File: src/hct_pkg.sv
// Shared types, constants and helpers for the HTML chunk tokenizer.
// No dependencies; every other file reaches into this package by scoped names.
package hct_pkg;

  localparam int OFF_W  = 24;
  localparam int LINE_W = 20;
  localparam int KIND_W = 3;

  // Result queue depth; at most two results come from one byte.
  localparam int QDEPTH = 4;
  localparam int QPTR_W = $clog2(QDEPTH);
  localparam int QCNT_W = $clog2(QDEPTH + 1);

  // Chunk kinds
  localparam logic [KIND_W-1:0] KIND_SPACE   = 3'd0;
  localparam logic [KIND_W-1:0] KIND_TEXT    = 3'd1;
  localparam logic [KIND_W-1:0] KIND_OPEN    = 3'd2;
  localparam logic [KIND_W-1:0] KIND_SELF    = 3'd3;
  localparam logic [KIND_W-1:0] KIND_CLOSE   = 3'd4;
  localparam logic [KIND_W-1:0] KIND_COMMENT = 3'd5;
  localparam logic [KIND_W-1:0] KIND_DOCTYPE = 3'd6;
  localparam logic [KIND_W-1:0] KIND_ERROR   = 3'd7;

  // Byte codes
  localparam logic [7:0] CH_LT    = 8'h3C;
  localparam logic [7:0] CH_GT    = 8'h3E;
  localparam logic [7:0] CH_BANG  = 8'h21;
  localparam logic [7:0] CH_SLASH = 8'h2F;
  localparam logic [7:0] CH_DASH  = 8'h2D;
  localparam logic [7:0] CH_UPD   = 8'h44;
  localparam logic [7:0] CH_SPACE = 8'h20;
  localparam logic [7:0] CH_NL    = 8'h0A;

  // Prefix lengths and the index reached right after "<!"
  localparam logic [3:0] COM_LEN   = 4'd4;
  localparam logic [3:0] DOC_LEN   = 4'd9;
  localparam logic [3:0] BANG_IDX  = 4'd2;
  localparam logic [3:0] AFTER_BANG = 4'd3;

  typedef enum logic [10:0] {
    PH_IDLE    = 11'b000_0000_0001,
    PH_SPACE   = 11'b000_0000_0010,
    PH_LT      = 11'b000_0000_0100,
    PH_BANG    = 11'b000_0000_1000,
    PH_PRECOM  = 11'b000_0001_0000,
    PH_COMMENT = 11'b000_0010_0000,
    PH_PREDOC  = 11'b000_0100_0000,
    PH_DOCTYPE = 11'b000_1000_0000,
    PH_CLOSE   = 11'b001_0000_0000,
    PH_OPEN    = 11'b010_0000_0000,
    PH_SKIP    = 11'b100_0000_0000
  } hct_phase_t;

  typedef struct packed {
    logic [KIND_W-1:0] kind;
    logic [OFF_W-1:0]  start;
    logic [OFF_W-1:0]  length;
    logic [LINE_W-1:0] line;
    logic              done;
  } hct_result_t;

  // Up to two results per accepted byte, slot a first in order.
  typedef struct packed {
    logic        a_vld;
    hct_result_t a;
    logic        b_vld;
    hct_result_t b;
  } hct_push_t;

  function automatic logic [7:0] com_char(input logic [1:0] idx);
    logic [7:0] c;
    case (idx)
      2'd0:    c = CH_LT;
      2'd1:    c = CH_BANG;
      default: c = CH_DASH;
    endcase
    return c;
  endfunction

  function automatic logic [7:0] doc_char(input logic [3:0] idx);
    logic [7:0] c;
    case (idx)
      4'd0:    c = CH_LT;
      4'd1:    c = CH_BANG;
      4'd2:    c = CH_UPD;
      4'd3:    c = 8'h4F;
      4'd4:    c = 8'h43;
      4'd5:    c = 8'h54;
      4'd6:    c = 8'h59;
      4'd7:    c = 8'h50;
      4'd8:    c = 8'h45;
      default: c = 8'h00;
    endcase
    return c;
  endfunction

  function automatic logic [OFF_W-1:0] sat_off(input logic [OFF_W-1:0] v);
    return (&v) ? v : v + OFF_W'(1);
  endfunction

  function automatic logic [LINE_W-1:0] sat_line(input logic [LINE_W-1:0] v);
    return (&v) ? v : v + LINE_W'(1);
  endfunction

endpackage

File: src/hct_scanner.sv
// Byte scanner: phase machine, offsets, line counts and chunk bookkeeping.
// Depends on hct_pkg; produces up to two results per accepted byte.
module hct_scanner (
  input  logic               clk,
  input  logic               rst_n,
  input  logic               take,
  input  logic [7:0]         data_byte,
  input  logic               is_last,
  output hct_pkg::hct_push_t push
);

  hct_pkg::hct_phase_t            phase_r, phase_nxt;
  logic [hct_pkg::OFF_W-1:0]      off_r, off_nxt;
  logic [hct_pkg::OFF_W-1:0]      begin_r, begin_nxt;
  logic [hct_pkg::OFF_W-1:0]      count_r, count_nxt;
  logic [hct_pkg::LINE_W-1:0]     line_r, line_nxt;
  logic [hct_pkg::LINE_W-1:0]     cline_r, cline_nxt;
  logic [3:0]                     pidx_r, pidx_nxt;
  logic [1:0]                     dash_r, dash_nxt;
  logic                           slash_r, slash_nxt;
  logic                           text_r, text_nxt;

  // Working values once the chunk start has been settled for this byte
  hct_pkg::hct_phase_t            ph_w;
  logic [hct_pkg::OFF_W-1:0]      begin_w, count_w;
  logic [hct_pkg::LINE_W-1:0]     cline_w;
  logic [3:0]                     pidx_w;
  logic [1:0]                     dash_w;
  logic                           slash_w, text_w;
  logic                           flush, fresh, err, tag_end, restart, above_sp;
  logic [hct_pkg::KIND_W-1:0]     tag_kind;

  assign above_sp = data_byte > hct_pkg::CH_SPACE;

  always_comb begin
    phase_nxt = phase_r;
    off_nxt   = off_r;
    begin_nxt = begin_r;
    count_nxt = count_r;
    line_nxt  = line_r;
    cline_nxt = cline_r;
    pidx_nxt  = pidx_r;
    dash_nxt  = dash_r;
    slash_nxt = slash_r;
    text_nxt  = text_r;
    push      = '0;
    restart   = 1'b0;
    err       = 1'b0;
    tag_end   = 1'b0;
    tag_kind  = hct_pkg::KIND_OPEN;

    // Text or space chunk closes on '<'
    flush = (phase_r == hct_pkg::PH_SPACE) && (data_byte == hct_pkg::CH_LT);
    fresh = flush || (phase_r == hct_pkg::PH_IDLE);

    push.a.kind   = text_r ? hct_pkg::KIND_TEXT : hct_pkg::KIND_SPACE;
    push.a.start  = begin_r;
    push.a.length = count_r;
    push.a.line   = cline_r;
    push.a.done   = 1'b0;

    if (fresh) begin
      begin_w = off_r;
      cline_w = line_r;
      count_w = hct_pkg::OFF_W'(1);
      pidx_w  = '0;
      dash_w  = '0;
      slash_w = 1'b0;
      text_w  = above_sp && (data_byte != hct_pkg::CH_LT);
      ph_w    = (data_byte == hct_pkg::CH_LT) ? hct_pkg::PH_LT : hct_pkg::PH_SPACE;
    end else begin
      begin_w = begin_r;
      cline_w = cline_r;
      count_w = hct_pkg::sat_off(count_r);
      pidx_w  = pidx_r;
      dash_w  = dash_r;
      slash_w = slash_r;
      text_w  = text_r;
      ph_w    = phase_r;
      unique case (phase_r)
        hct_pkg::PH_SPACE: begin
          if (above_sp) text_w = 1'b1;
        end
        hct_pkg::PH_LT: begin
          if (data_byte == hct_pkg::CH_SLASH) begin
            ph_w = hct_pkg::PH_CLOSE;
          end else if (data_byte == hct_pkg::CH_BANG) begin
            ph_w   = hct_pkg::PH_BANG;
            pidx_w = hct_pkg::BANG_IDX;
          end else if (data_byte == hct_pkg::CH_GT) begin
            tag_end  = 1'b1;
            tag_kind = hct_pkg::KIND_OPEN;
            ph_w     = hct_pkg::PH_IDLE;
          end else begin
            ph_w = hct_pkg::PH_OPEN;
            if (above_sp) slash_w = (data_byte == hct_pkg::CH_SLASH);
          end
        end
        hct_pkg::PH_OPEN: begin
          if (data_byte == hct_pkg::CH_GT) begin
            tag_end  = 1'b1;
            tag_kind = slash_r ? hct_pkg::KIND_SELF : hct_pkg::KIND_OPEN;
            ph_w     = hct_pkg::PH_IDLE;
          end else if (above_sp) begin
            slash_w = (data_byte == hct_pkg::CH_SLASH);
          end
        end
        hct_pkg::PH_CLOSE: begin
          if (data_byte == hct_pkg::CH_GT) begin
            tag_end  = 1'b1;
            tag_kind = hct_pkg::KIND_CLOSE;
            ph_w     = hct_pkg::PH_IDLE;
          end
        end
        hct_pkg::PH_BANG: begin
          pidx_w = hct_pkg::AFTER_BANG;
          if (data_byte == hct_pkg::CH_DASH) ph_w = hct_pkg::PH_PRECOM;
          else if (data_byte == hct_pkg::CH_UPD) ph_w = hct_pkg::PH_PREDOC;
          else err = 1'b1;
        end
        hct_pkg::PH_PRECOM: begin
          if ((pidx_r < hct_pkg::COM_LEN) &&
              (data_byte == hct_pkg::com_char(pidx_r[1:0]))) begin
            pidx_w = pidx_r + 4'd1;
            if (pidx_w == hct_pkg::COM_LEN) begin
              ph_w   = hct_pkg::PH_COMMENT;
              dash_w = '0;
            end
          end else begin
            err = 1'b1;
          end
        end
        hct_pkg::PH_PREDOC: begin
          if ((pidx_r < hct_pkg::DOC_LEN) &&
              (data_byte == hct_pkg::doc_char(pidx_r))) begin
            pidx_w = pidx_r + 4'd1;
            if (pidx_w == hct_pkg::DOC_LEN) ph_w = hct_pkg::PH_DOCTYPE;
          end else begin
            err = 1'b1;
          end
        end
        hct_pkg::PH_COMMENT: begin
          if ((data_byte == hct_pkg::CH_GT) && (&dash_r)) begin
            tag_end  = 1'b1;
            tag_kind = hct_pkg::KIND_COMMENT;
            ph_w     = hct_pkg::PH_IDLE;
          end else begin
            dash_w = {dash_r[0], data_byte == hct_pkg::CH_DASH};
          end
        end
        hct_pkg::PH_DOCTYPE: begin
          if (data_byte == hct_pkg::CH_GT) begin
            tag_end  = 1'b1;
            tag_kind = hct_pkg::KIND_DOCTYPE;
            ph_w     = hct_pkg::PH_IDLE;
          end
        end
        default: err = 1'b1;
      endcase
    end

    // Second result slot: tag end, error, or end-of-document flush
    push.b.start  = begin_w;
    push.b.length = count_w;
    push.b.line   = cline_w;
    push.b.done   = err || is_last;
    if (tag_end) push.b.kind = tag_kind;
    else if (!err && (ph_w == hct_pkg::PH_SPACE))
      push.b.kind = text_w ? hct_pkg::KIND_TEXT : hct_pkg::KIND_SPACE;
    else push.b.kind = hct_pkg::KIND_ERROR;

    if (take) begin
      if (phase_r == hct_pkg::PH_SKIP) begin
        // Drop the rest of a failed document
        restart = is_last;
      end else begin
        push.a_vld = flush;
        push.b_vld = tag_end || err || (is_last && (ph_w != hct_pkg::PH_IDLE));
        if (err) begin
          phase_nxt = hct_pkg::PH_SKIP;
          restart   = is_last;
        end else begin
          phase_nxt = ph_w;
          begin_nxt = begin_w;
          count_nxt = count_w;
          cline_nxt = cline_w;
          pidx_nxt  = pidx_w;
          dash_nxt  = dash_w;
          slash_nxt = slash_w;
          text_nxt  = text_w;
          off_nxt   = hct_pkg::sat_off(off_r);
          if (data_byte == hct_pkg::CH_NL) line_nxt = hct_pkg::sat_line(line_r);
          restart   = is_last;
        end
      end
    end

    if (restart) begin
      phase_nxt = hct_pkg::PH_IDLE;
      off_nxt   = '0;
      begin_nxt = '0;
      count_nxt = '0;
      line_nxt  = hct_pkg::LINE_W'(1);
      cline_nxt = hct_pkg::LINE_W'(1);
      pidx_nxt  = '0;
      dash_nxt  = '0;
      slash_nxt = 1'b0;
      text_nxt  = 1'b0;
    end
  end

  always_ff @(posedge clk) begin
    if (!rst_n) begin
      phase_r <= hct_pkg::PH_IDLE;
      off_r   <= '0;
      begin_r <= '0;
      count_r <= '0;
      line_r  <= hct_pkg::LINE_W'(1);
      cline_r <= hct_pkg::LINE_W'(1);
      pidx_r  <= '0;
      dash_r  <= '0;
      slash_r <= 1'b0;
      text_r  <= 1'b0;
    end else begin
      phase_r <= phase_nxt;
      off_r   <= off_nxt;
      begin_r <= begin_nxt;
      count_r <= count_nxt;
      line_r  <= line_nxt;
      cline_r <= cline_nxt;
      pidx_r  <= pidx_nxt;
      dash_r  <= dash_nxt;
      slash_r <= slash_nxt;
      text_r  <= text_nxt;
    end
  end

endmodule

File: src/hct_out_fifo.sv
// Result queue: takes up to two results a cycle, hands out one per transaction.
// Depends on hct_pkg for the result types and queue depth.
module hct_out_fifo (
  input  logic                 clk,
  input  logic                 rst_n,
  input  hct_pkg::hct_push_t   push,
  input  logic                 pop,
  output hct_pkg::hct_result_t head,
  output logic                 head_vld,
  output logic                 room
);

  hct_pkg::hct_result_t        entry_r [hct_pkg::QDEPTH];
  logic [hct_pkg::QPTR_W-1:0]  wp_r, wp_nxt, rp_r, rp_nxt, wp_b;
  logic [hct_pkg::QCNT_W-1:0]  cnt_r, cnt_nxt, n_push;
  logic                        do_pop;

  assign head     = entry_r[rp_r];
  assign head_vld = (cnt_r != '0);
  // Keep space for a two-result byte so acceptance never looks at out_ready
  assign room     = (cnt_r <= hct_pkg::QCNT_W'(hct_pkg::QDEPTH - 2));
  assign do_pop   = pop && head_vld;

  always_comb begin
    n_push  = hct_pkg::QCNT_W'(push.a_vld) + hct_pkg::QCNT_W'(push.b_vld);
    wp_b    = wp_r + hct_pkg::QPTR_W'(push.a_vld);
    wp_nxt  = wp_r + hct_pkg::QPTR_W'(n_push);
    rp_nxt  = rp_r + hct_pkg::QPTR_W'(do_pop);
    cnt_nxt = cnt_r + n_push - hct_pkg::QCNT_W'(do_pop);
  end

  always_ff @(posedge clk) begin
    if (push.a_vld) entry_r[wp_r] <= push.a;
    if (push.b_vld) entry_r[wp_b] <= push.b;
  end

  always_ff @(posedge clk) begin
    if (!rst_n) begin
      wp_r  <= '0;
      rp_r  <= '0;
      cnt_r <= '0;
    end else begin
      wp_r  <= wp_nxt;
      rp_r  <= rp_nxt;
      cnt_r <= cnt_nxt;
    end
  end

endmodule

File: src/html_chunk_tokenizer.sv
// Each result is registered into the result queue from the byte that closes its chunk.
// One byte per cycle while in_ready is high; a byte that yields two results is still
// one transfer in, and the four-entry result queue drains one result per transaction.
// in_ready drops only while the result queue holds more than two results.
// Reset (rst_n low, synchronous): scanner back to idle, offset 0, line 1, queue empty.
module html_chunk_tokenizer (
  input  logic                        clk,
  input  logic                        rst_n,
  input  logic                        in_valid,
  output logic                        in_ready,
  input  logic [7:0]                  in_data_byte,
  input  logic                        in_is_last,
  output logic                        out_valid,
  input  logic                        out_ready,
  output logic [hct_pkg::KIND_W-1:0]  out_chunk_kind,
  output logic [hct_pkg::OFF_W-1:0]   out_chunk_start,
  output logic [hct_pkg::OFF_W-1:0]   out_chunk_length,
  output logic [hct_pkg::LINE_W-1:0]  out_start_line,
  output logic                        out_doc_done
);

  hct_pkg::hct_push_t   push;
  hct_pkg::hct_result_t head;
  logic                 take;

  // Accept a transaction whenever the queue can absorb two results
  assign take = in_valid && in_ready;

  // Scan the byte and form this byte's results in the same cycle
  hct_scanner u_scan (
    .clk       (clk),
    .rst_n     (rst_n),
    .take      (take),
    .data_byte (in_data_byte),
    .is_last   (in_is_last),
    .push      (push)
  );

  // Hold results until the consumer takes them, in order
  hct_out_fifo u_q (
    .clk      (clk),
    .rst_n    (rst_n),
    .push     (push),
    .pop      (out_ready),
    .head     (head),
    .head_vld (out_valid),
    .room     (in_ready)
  );

  assign out_chunk_kind   = head.kind;
  assign out_chunk_start  = head.start;
  assign out_chunk_length = head.length;
  assign out_start_line   = head.line;
  assign out_doc_done     = head.done;

endmodule

File: config.mk
export PLATFORM = sky130hd
export DESIGN_NAME = html_chunk_tokenizer
export DESIGN_NICKNAME = d
export VERILOG_FILES = /design/src/hct_pkg.sv /design/src/hct_scanner.sv /design/src/hct_out_fifo.sv /design/src/html_chunk_tokenizer.sv
export SDC_FILE = /design/constraint.sdc
export NUM_CORES = 1
export LEC_CHECK = 0
export ABC_AREA = 1
export ABC_CLOCK_PERIOD_IN_PS = 11300
export BUFFER_PORTS_ARGS = -buffer_cell sky130_fd_sc_hd__buf_2
export CAP_MARGIN = 20
export CORE_MARGIN = 2
export CORE_UTILIZATION = 31
export CTS_CLUSTER_SIZE = 10
export DETAILED_ROUTE_END_ITERATION = 10
export PLACE_DENSITY = 0.49
export SYNTH_ARGS = -nofsm -noshare
export SYNTH_HDL_FRONTEND = slang
export SYNTH_HIERARCHICAL = 1
export SYNTH_SLANG_ARGS = --single-unit
File: constraint.sdc
create_clock -name clk -period 11.3 [get_ports clk]
set_input_delay 2.26 -clock clk [delete_from_list [all_inputs] [get_ports clk]]
set_output_delay 2.26 -clock clk [all_outputs]
set_load 0.02 [all_outputs]
# After elaboration in Yosys (flattened, before gate mapping)
# Memories as Yosys holds them, arrays and structs flattened. A register that Yosys moved wholly into a read port is not among the register bits.
# Cells that the tools add are included.
dict set report totals {
  reg_bits 138
  memories 2
  ram_bits 288
  rom_bits 112
}
# memory words word_bits read_ports rd_clocked_by_memory_dff wr line
set memory_table {}
lappend memory_table {u_q.entry_r 4 72 1 1 2 hct_out_fifo.sv:13} ;# hct_pkg::hct_result_t entry_r [hct_pkg::QDEPTH];
lappend memory_table {{(name not given)} 16 7 1 1 0 hct_pkg.sv:82} ;# case (idx)
dict set report op_classes {
  magnitude_cmp 4
  muxes 81
  eq_ne 37
  bitwise_logic 5
  addsub 10
  n_reduce_logical 33
}
# operator count
set op_table {}
lappend op_table {{2-to-1 mux 11 bit} 12}
lappend op_table {{2-to-1 mux 24 bit} 3}
lappend op_table {{case mux 11 bit (6 select lines)} 1}
lappend op_table {{adder 24 x 1 -> 24 bit (second input constant)} 2}
lappend op_table {{AND reduction 24 bit} 2}
lappend op_table {{equality test 8 x 6 -> 1 bit (second input constant)} 5}
lappend op_table {{2-to-1 mux 1 bit} 32}
lappend op_table {{2-to-1 mux 8 bit} 4}
lappend op_table {{2-to-1 mux 4 bit} 7}
lappend op_table {{2-to-1 mux 3 bit} 8}
lappend op_table {{equality test 11 x 2 -> 1 bit (second input constant)} 2}
lappend op_table {{adder 20 x 1 -> 20 bit (second input constant)} 1}
lappend op_table {{2-to-1 mux 20 bit} 1}
lappend op_table {{AND reduction 20 bit} 1}
lappend op_table {{inequality test 3 x 1 -> 1 bit (second input constant)} 6}
lappend op_table {{equality test 8 bit} 2}
lappend op_table {{case mux 4 bit (4 select lines)} 1}
lappend op_table {{inequality test 3 x 2 -> 1 bit (second input constant)} 5}
lappend op_table {{case mux 3 bit (4 select lines)} 1}
lappend op_table {{equality test 11 x 1 -> 1 bit (second input constant)} 1}
lappend op_table {{equality test 11 x 10 -> 1 bit (second input constant)} 1}
lappend op_table {{equality test 11 bit (second input constant)} 1}
lappend op_table {{equality test 11 x 3 -> 1 bit (second input constant)} 1}
lappend op_table {{equality test 11 x 4 -> 1 bit (second input constant)} 1}
lappend op_table {{46 further kinds} 69}

# Logic depth before layout (Yosys ltp)
# Gate-level depths: netlist of the first run.
dict set report depth {
  depth_word 17
  ltp_mapped 26
  ltp_nobuf 26
}

# Hierarchy
# Netlist of the first run, hierarchy kept.
# module cells_per_inst area_per_inst_um2 instances
set by_module_without_submodules {}
lappend by_module_without_submodules {hct_out_fifo 1873 16037.9 1}
lappend by_module_without_submodules {hct_scanner 1341 8501.9 1}
lappend by_module_without_submodules {html_chunk_tokenizer 2 7.5 1}

# Worst setup path before layout of the first run
# OpenSTA, ideal clock, no wires.
dict set report synth_path {
  kind {input port to flip-flop}
  startpoint {input in_data_byte[0]}
  endpoint {memory u_q/entry_r[0][0] (netlist name) (enable)}
  setup_ns 0.511
  n_path_buf 0
  t_required_ns 10.789
  path_slack_ns 4.400
  arrival_ns 6.389
  stages 7
  path_cell_list {inv_1 nand2_1 nor4_2 nand2_1 nor2_1 nand2_1 o21ai_1}
}
# element line
set synth_rtl {}
lappend synth_rtl {{from (decl)} html_chunk_tokenizer.sv:11} ;# input logic [7:0] in_data_byte,
lappend synth_rtl {{to (decl)} hct_out_fifo.sv:13}

==> impl_metrics.yaml, run 1 <==
sta:
  finalHoldViolCount: 0
  final.min_clock_period_ns: 6.75
  fmax_ghz: 0.148
  tns_ns: 0
  timing.final.crit_share_pct: 59.7
  rsz0062_at_grt: "no"
  drv_slew: 0
  setup_violations: 0
  fin_skew_ns: 0.0241
  worst_slew_pin_slew_ns: 1.01
  relSlewSlack_pct: 32.7
setup_path:
  required_ns: 11.51
  r2r_cells: 15
  critPathSlowestCell: "buf_4"
  arrival_ns: 6.96
  critPathMaxStageDelay_ns: 0.67
  worstPathMaxFanout: 73
  crit_top_cell: "nand2_1"
  start_kind: "input port"
  worstPathCellList: "buf_2 > nor2_2 > inv_1 > nor3_1 > nand2_1 > nor2_1 > nand2_1 > o21ai_0 > nor2_1 > nand3_1 > nand2_1 > inv_1 > nand2_1 > inv_4 > buf_4 > nand2_8 > o21ai_4 > buf_4 > buf_4"
  crit_path_end_kind: "flop"
  crit_type: "input port to flop"
layout:
  diodes: 0
  post-route-util_pct: 34.4
  nets: 3226
  seqCellArea_um2: 11600
  final_area_um2: 27100
  drive_above_1_share_pct: 7.42
  n_fill_cell: 8267
  multi_input_area_um2: 10600
  syn_to_final_growth_pct: 10.4
cts:
  cts-root-buf: "clkbuf_16"
  clock-sinks: 433
  cts_tree: "built"
  cts_hold_buf: 0
  clkLatencyLatePin_ns: 0.60
  path_clk_slew_ns: 0.06
  cts_inserted_buffers: 54
  post-cts-setup-buffers: 0
  cts.htree.levels: 2
  clockBufferDepth: 3
  post_cts_resized: 0
logic_synthesis:
  synth_compound_area_share_pct: 11.7
  syn_area_per_cell_um2: 7.63
  ys_warn_count: 6
  yosys.area_share.xor_xnor_pct: 1.14
  synth_top_area_share_pct: 35.2
  synth_top_family_by_area: "simple AND/OR/NAND/NOR gates"
  synthMuxAreaShare_pct: 0
  synthSimpleGateAreaFrac_pct: 28.7
  yosys-top-cells-count: "1032 x nand2_1, 359 x nand3_1, 356 x inv_1, 288 x edfxtp_1, 219 x o21ai_0"
  synth_flop_cell: "edfxtp_1"
  ys_ff_latch: 433
  syn-instance-count: 3216
  yosys.area.top_type: "edfxtp_1"
  synth_async_sr_flop_share_pct: 0
  post-synth-top-count-cell: "nand2_1"
  synth_edf_count: 288
  synth_area_um2: 24500
  ys_types: 50
  ys_seq_area_share_pct: 47.1
  synthTopCellsByArea: "edfxtp_1 35%, nand2_1 16%, dfxtp_1 12%"
  synthAdderAreaFrac_pct: 1.15
global_routing:
  gr-total-overflow: 0
  grt_pass1_wl_um: 113000
  grt_pass1_vias: 19443
  gr-usage-all-layers_pct: 17.4
  grt_max_degree: 93
  antenna_found_initial: 1
drt:
  drt_iter0_markers: 1568
  drt-total-wl_um: 71900
  drc_errors: 0
  viasPerCell: 4.86
  num_vias: 20833
  antenna_left: 0
  wire_per_inst_um: 16.8
  first_pass_iters: 5
run_status:
  outcome: "complete, no violations"
place:
  place.gp.congestion: 0.865
  placed_area_um2: 25400
  portBuffers: 86
  post-dp-hpwl_um: 45300
worst_hold_path:
  hold_depth: 2
  hp-class: "flop to flop"
floorplan:
  initial_core_util_pct: 31.2
  core_area_um2: 78700
  row_count: 103
  dieArea_um2: 81500
  die_h_um: 285
  dieWidth_um: 285
  ios: 87
pwr:
  peakVddDrop_uv: 120
  p_total_mw: 5.94
  leakage_nw: 11.2
  power.density_nw_per_um2: 219
job:
  cap_violations: 0
==> metrics by stage <==
| stage | cells | hold WS, ns | setup WS (ns) |
|---|---|---|---|
| final | 4286 | 0.472 | 4.55 |
| after global routing | 4286 | 0.504 | 4.06 |
| after CTS | 4286 | 0.472 | 4.53 |
| after detailed placement | 4185 | 0.463 | 3.91 |
| after global placement | 4185 | 0.454 | 4.00 |
| after floorplan | 3218 | 0.425 | 4.40 |
==> routing by layer <==
layer / track usage [%] / vias up / share of wire [%]
met3: 2.24 / 93 / 4.7
met1: 23.5 / 9677 / 46
met5: 0 / - / 0
met4: 4.63 / 0 / 2.2
li1: - / 10603 / -
met2: 29.1 / 460 / 47
==> path summary, 6_finish.rpt <==
| check | startpoint | to | slack, ns |
|---|---|---|---|
| min | u_scan/dash_r[1]$_SDFFE_PP0P_ | u_scan/dash_r[1]$_SDFFE_PP0P_ | 0.47 |
| max reg2reg | u_scan/phase_r[4]$_SDFFE_PP0P_ | u_q/entry_r[0][7]$_DFFE_PP_ | 5.91 |
| max | in_data_byte[7] | u_q/entry_r[1][8]$_DFFE_PP_ | 4.55 |
| min reg2reg | u_scan/dash_r[1]$_SDFFE_PP0P_ | u_scan/dash_r[1]$_SDFFE_PP0P_ | 0.47 |
==> logic make-up after synthesis <==
| logic type | after synthesis |
|---|---|
| AOI/OAI and AO/OA | 524 |
| xor gates and xnor gates | 32 |
| adders and majority gates | 22 |
| buffers and inverters | 558 |
| DFF | 433 |
| other | 1 |
| and+or+nand+nor | 1646 |
==> state kept, by name, indices dropped and copies added (netlist names), 3 cells and up, named ones only <==
signal          count
u_q/cnt_r           3
u_q/entry_r       288
u_scan/begin_r     24
u_scan/cline_r     20
u_scan/count_r     24
u_scan/line_r      20
u_scan/off_r       24
u_scan/phase_r     11
u_scan/pidx_r       4
==> critical path, delay by kind of cell <==
family | cells | cell delay, ns
compound gates | 2 | 0.28
buf+inv | 7 | 2.43
simple gates | 10 | 1.89
==> area by class of cell <==
cell class                 instances  area share, %
sequential                       433           42.7
multi-input combinational       2227           39.0
clock buffer                      91           5.76
inverter                         366           5.08
tap                             1050           4.85
timing repair buffer             109           2.23
clock inverter                    10          0.402
==> where the power goes <==
group,switching (mW),internal (mW)
Sequential,0.204,2.01
Combinational,1.54,0.538
Clock,0.677,0.979
==> placed cells by master, fill, tap and decap left out, drive strengths merged, types with 2 or more instances in the layout <==
cell type | netlist | final
a211oi | 5 | 5
nor3 | 48 | 48
o21a | 4 | 4
dfxtp | 145 | 145
or2 | 8 | 8
a21oi | 196 | 196
o21ai | 233 | 233
clkbuf | 45 | 91
nand3 | 361 | 361
nor4 | 19 | 19
nor3b | 4 | 4
a31oi | 3 | 3
nand3b | 3 | 3
nor2 | 125 | 125
conb | 1 | 3
edfxtp | 288 | 288
nand2 | 1046 | 1046
nand4 | 32 | 32
bufinv | 0 | 2
clkinv | 0 | 6
xor2 | 21 | 21
inv | 366 | 367
o211ai | 75 | 75
xnor2 | 11 | 11
ha | 21 | 21
buf | 147 | 109
(Power assumes the default switching activity.)
==> run 2, diff against run 1 <==
- ABC_CLOCK_PERIOD_IN_PS: 11300 -> 5900
- PLACE_DENSITY: 0.49 -> 0.5
- clock period: 11.3 -> 5.9 ns (I/O delays scaled with it)
==> run 2 against run 1 <==
Non-clock buffer count grew 8. Clock power is 84% higher. Global-route usage rose by 0.46 points. Final cell count is essentially flat. Setup slack got worse by 2.9 ns. Via count increased by 1.1%. Worst hold slack worse by 0.0046 ns. Total power is 92% higher. Count of clock-buffer cells in the layout fell by 2. Core utilization grew 0.14 points. First-iteration DRC count is 8.0% lower. Largest cell class unchanged. Highest routed layer unchanged.
==> impl_metrics.yaml, run 2 (synthesized netlist as in run 1, its figures left out) <==
layout:
  diodes: 0
  layout_common_cells: "1027 x nand2_1, 359 x nand3_1, 356 x inv_1, 288 x edfxtp_1, 219 x o21ai_0"
  final_cells: 4289
  largest_reg_flops: 288
  layout_commonest_cell: "nand2_1"
  syn_to_final_growth_pct: 10.9
  final_area_um2: 27200
  regMostFlops: "u_q/entry_r"
  nets: 3232
  drive_above_1_share_pct: 7.44
setup_path:
  critPathMaxStageDelay_ns: 0.54
  crit_top_cell: "nand2_1"
  start_kind: "input port"
  crit_path_end_kind: "flop"
  arrival_ns: 4.49
  critPathSlowestCell: "nand2_4"
  required_ns: 6.18
  worstPathMaxFanout: 37
  crit_type: "input port to flop"
  worstPathCellList: "buf_2 > inv_1 > nand2_1 > nor4_2 > nand2_1 > nor2_1 > ha_1 > nand2_1 > nand2_4 > nand2_8 > nand2_4 > buf_12"
cts:
  cts-root-buf: "clkbuf_16"
  cts_inserted_buffers: 52
  cts.htree.levels: 2
  post_cts_resized: 0
  clockBufferDepth: 3
  clkLatencyLatePin_ns: 0.61
  cts_tree: "built"
  clock-sinks: 433
  post-cts-setup-buffers: 0
  path_clk_slew_ns: 0.06
  cts_hold_buf: 0
sta:
  fmax_ghz: 0.238
  drv_slew: 0
  timing.final.crit_share_pct: 71.3
  worst_slew_pin_slew_ns: 1.11
  fin_skew_ns: 0.0213
  setup_violations: 0
  final.min_clock_period_ns: 4.21
  rsz0062_at_grt: "no"
  whs_ns: 0.468
  tns_ns: 0
  finalHoldViolCount: 0
  relSlewSlack_pct: 26.0
place:
  dp_cells: 4193
  place.gp.congestion: 0.855
  portBuffers: 86
  post-dp-hpwl_um: 44500
  placed_area_um2: 25600
global_routing:
  gr-usage-all-layers_pct: 17.8
  grt_pass1_wl_um: 116000
  antenna_found_initial: 1
  grt_pass1_vias: 20023
  grt_max_degree: 143
  gr-total-overflow: 0
pwr:
  power.density_nw_per_um2: 419
  pwr-share-seq_pct: 37.4
  p_total_mw: 11.4
  peakVddDrop_uv: 218
  clkPwrFrac_pct: 26.9
  power_frac_comb_pct: 35.8
  leakage_nw: 11.2
  p_sw_mw: 4.72
  netSwitchingFraction_pct: 41.4
  p_int_mw: 6.68
drt:
  first_pass_iters: 5
  viasPerCell: 4.91
  wire_per_inst_um: 17.1
  drt_iter0_markers: 1443
  antenna_left: 0
  drc_errors: 0
  drt-total-wl_um: 73500
  num_vias: 21062
floorplan:
  ios: 87
  dieWidth_um: 285
  die_h_um: 285
  core_area_um2: 78700
  dieArea_um2: 81500
  row_count: 103
  initial_core_util_pct: 31.2
worst_hold_path:
  hp-class: "flop to flop"
run_status:
  outcome: "complete, no violations"
job:
  cap_violations: 0
run 2: power groups by stage:
| stage | sequential, mW | combinational, mW | clock (mW) |
|---|---|---|---|
| finish | 4.26 | 4.08 | 3.06 |
| global route | 4.33 | 4.57 | 3.27 |
| CTS | 4.26 | 4.14 | 3.15 |
| detailed placement | 4.33 | 4.13 | 0 |
| global placement | 4.33 | 4.13 | 0 |
| floorplan | 4.14 | 2.95 | 0 |
run 2: path summary, 6_finish.rpt:
| kind | slack, ns | end | startpoint | depth (start not counted) |
|---|---|---|---|---|
| worst max register to register | 1.88 | u_q/entry_r[2][10]$_DFFE_PP_ | u_scan/phase_r[4]$_SDFFE_PP0P_ | 13 |
| worst min-delay path | 0.47 | u_scan/dash_r[1]$_SDFFE_PP0P_ | u_scan/dash_r[1]$_SDFFE_PP0P_ | 2 |
| worst max-delay path | 1.69 | u_q/entry_r[2][10]$_DFFE_PP_ | in_data_byte[0] | 12 |
| worst min register to register | 0.47 | u_scan/dash_r[1]$_SDFFE_PP0P_ | u_scan/dash_r[1]$_SDFFE_PP0P_ | 2 |
run 2: per-stage QoR:
step	util [%]	worst slack, ns
after floorplan	-	0.0800
after global placement	32.5	1.11
after detailed placement	32.5	1.08
after CTS	34.6	1.71
after global routing	34.6	1.41
final	34.6	1.69
run 2: critical path, delay by kind of cell:
kind,cells,cell delay [ns]
buffers and inverters,3,0.54
AND/OR/NAND/NOR,8,2.48
adder cells (fa/ha/maj),1,0.26
run 2: area by class of cell:
cell class                      instances  area, µm²
Inverter                              366       1380
Sequential cell                       433      11600
Clock inverter                          7        104
Timing Repair Buffer                  117        788
Fill cell                            8237      51500
Tap cell                             1050       1310
Clock buffer                           89       1490
Multi-Input combinational cell       2227      10600
run 2: layer usage:
layer  vias up  GRT usage, %  wire length (µm)
li1      10615             -                 -
met1      9918          23.8             33800
met2       441          30.4             35300
met3        88          2.06              2930
met4         0          5.09              1430
met5         -             0                 0
==> run 3, diff against run 2 <==
- ABC_CLOCK_PERIOD_IN_PS: 5900 -> 3600
- clock period: 5.9 -> 3.6 ns (I/O delays scaled with it)
==> run 3 against run 2 <==
First-iteration DRC count grew 7.0%. Non-clock buffer count is 112 higher. Final area grew 4.1%. Sequential power rose by 63%. Worst hold slack lost 0.050 ns. Final cell count is 2.7% higher. Wire length is 1.3% higher. Sequential share of layout area shrank 1.7 points. Critical path depth increased by 12. Via count increased by 1.8%. Total power rose by 67%. Critical path type is now flop to flop. Highest routed layer is now met5.
==> impl_metrics.yaml, run 3 (synthesized netlist as in run 1, its figures left out) <==
floorplan:
  dieArea_um2: 81500
  ios: 87
  dieWidth_um: 285
  initial_core_util_pct: 31.2
  die_h_um: 285
  row_count: 103
  core_area_um2: 78700
cts:
  path_clk_slew_ns: 0.06
  clockBufferDepth: 3
  cts_hold_buf: 0
  cts_tree: "built"
  clock-sinks: 433
  clkLatencyLatePin_ns: 0.62
  cts.htree.levels: 2
  cts-root-buf: "clkbuf_16"
  cts_inserted_buffers: 52
layout:
  layout_common_cells: "1027 x nand2_1, 359 x nand3_1, 355 x inv_1, 288 x edfxtp_1, 219 x o21ai_0"
  largest_reg_flops: 288
  regMostFlops: "u_q/entry_r"
  syn_to_final_growth_pct: 15.4
  n_fill_cell: 8248
  seqCellArea_um2: 11600
  final_area_um2: 28300
  nets: 3344
  drive_above_1_share_pct: 10.7
  multi_input_area_um2: 10600
  layout_commonest_cell: "nand2_1"
sta:
  finalHoldViolCount: 0
  drv_slew: 0
  whs_ns: 0.418
  setup_violations: 0
  worst_slew_pin_slew_ns: 1.14
  rsz0062_at_grt: "no"
  relSlewSlack_pct: 23.8
  final.min_clock_period_ns: 3.28
  timing.final.crit_share_pct: 91.2
  fin_skew_ns: 0.0267
  fmax_ghz: 0.305
pwr:
  power.density_nw_per_um2: 673
  peakVddDrop_uv: 423
  p_total_mw: 19.1
  leakage_nw: 11.9
job:
  cap_violations: 0
drt:
  met1Wirelength_um: 33900
  antenna_left: 0
  routed.top_layer: "met5"
  num_vias: 21440
  wire_per_inst_um: 16.9
  drt_iter0_markers: 1544
  drt-total-wl_um: 74400
  met3_wirelength_um: 3200
  met2_length_um: 35500
  drc_errors: 0
  viasPerCell: 4.87
  first_pass_iters: 5
worst_hold_path:
  hp-class: "input port to flop"
setup_path:
  arrival_ns: 3.77
  crit_path_end_kind: "flop"
  start_kind: "flop"
  crit_type: "flop to flop"
  required_ns: 4.09
  worstPathMaxFanout: 4
global_routing:
  antenna_found_initial: 2
  grt_pass1_wl_um: 118000
  grt_max_degree: 85
  gr-usage-all-layers_pct: 18.1
  grt_pass1_vias: 20569
  gr-total-overflow: 0
run_status:
  outcome: "complete, no violations"
place:
  placed_area_um2: 26800
  portBuffers: 86
  place.gp.congestion: 0.892
  post-dp-hpwl_um: 46200
## run 3: cell types whose count changed in the layout (fill, tap and decap cells not counted), sizes merged
cell / delta
buf: +112
inv: +2
clkinv: +1
bufinv: -1
diode: +1
clkbuf: -1
## run 3: power breakdown
group / internal (mW) / switching, mW / total [mW] / leakage [nW]
logic: 2.18 / 5.04 / 7.21 / 7.28
registers: 6.29 / 0.634 / 6.93 / 3.86
clock network: 2.75 / 2.16 / 4.91 / 0.728
total: 11.2 / 7.83 / 19.1 / 11.9
## run 3: timing repair
action | CTS | global route
gates resized for setup | 0 | 5
hold endpoints to repair | 0 | 0
setup buffers | 0 | 0
setup endpoints to repair | 0 | 1
## run 3: per-layer routing
metal,vias up,GRT usage (%)
met5,-,0
met4,2,5.45
met3,108,2.42
met2,450,30.6
met1,10059,24.1
li1,10821,-
## run 3: cell type report
class | count | share of cell area (%)
inverters | 366 | 4.86
well taps | 1050 | 4.64
clock inverters | 9 | 0.287
clock buffers | 88 | 5.14
repair buffers | 229 | 6.86
multi-input cells | 2227 | 37.4
flip-flops and latches | 433 | 40.8
diodes | 1 | 0.00884
## run 3: metrics by stage
step	cells	setup TNS, ns	utilization, %	setup WS [ns]
2_1_floorplan	3218	-58.14	-	-0.404
3_3_place_gp	4305	-0.104	34.0	-0.104
3_5_place_dp	4305	-0.106	34.0	-0.106
4_1_cts	4402	0	35.9	0.138
5_1_grt	4402	0	36.0	0.0268
6_report	4403	0	36.0	0.316
## run 3: critical path, cell delays in order, from the launching register on
cell and delay [ns]:
dfxtp_1 0.31, buf_4 0.15, ha_1 0.23, o21ai_0 0.09, nand2_1 0.10, nor2_1 0.09
nand3_1 0.10, nand2_1 0.08, nand2_1 0.06, nor2_2 0.15, nand2_2 0.09, nand2_4 0.06
nand3_1 0.07, nand2_1 0.07, inv_1 0.05, ha_1 0.29, inv_1 0.04, ha_1 0.26
inv_1 0.04, ha_1 0.19, fa_1 0.38, inv_1 0.06, nand2_1 0.06, a21oi_1 0.12
nor2_1 0.05
## run 3: path summary, 6_finish.rpt
check,start,to,slack [ns],cells after the start
min reg2reg,u_scan/dash_r[1]$_SDFFE_PP0P_,u_scan/dash_r[1]$_SDFFE_PP0P_,0.47,2
min,rst_n,u_q/rp_r[0]$_SDFF_PN0_,0.42,3
max,u_scan/pidx_r[0]$_SDFFE_PP0N_,u_q/cnt_r[2]$_SDFF_PN0_,0.32,24
max reg2reg,u_scan/pidx_r[0]$_SDFFE_PP0N_,u_q/cnt_r[2]$_SDFF_PN0_,0.32,24
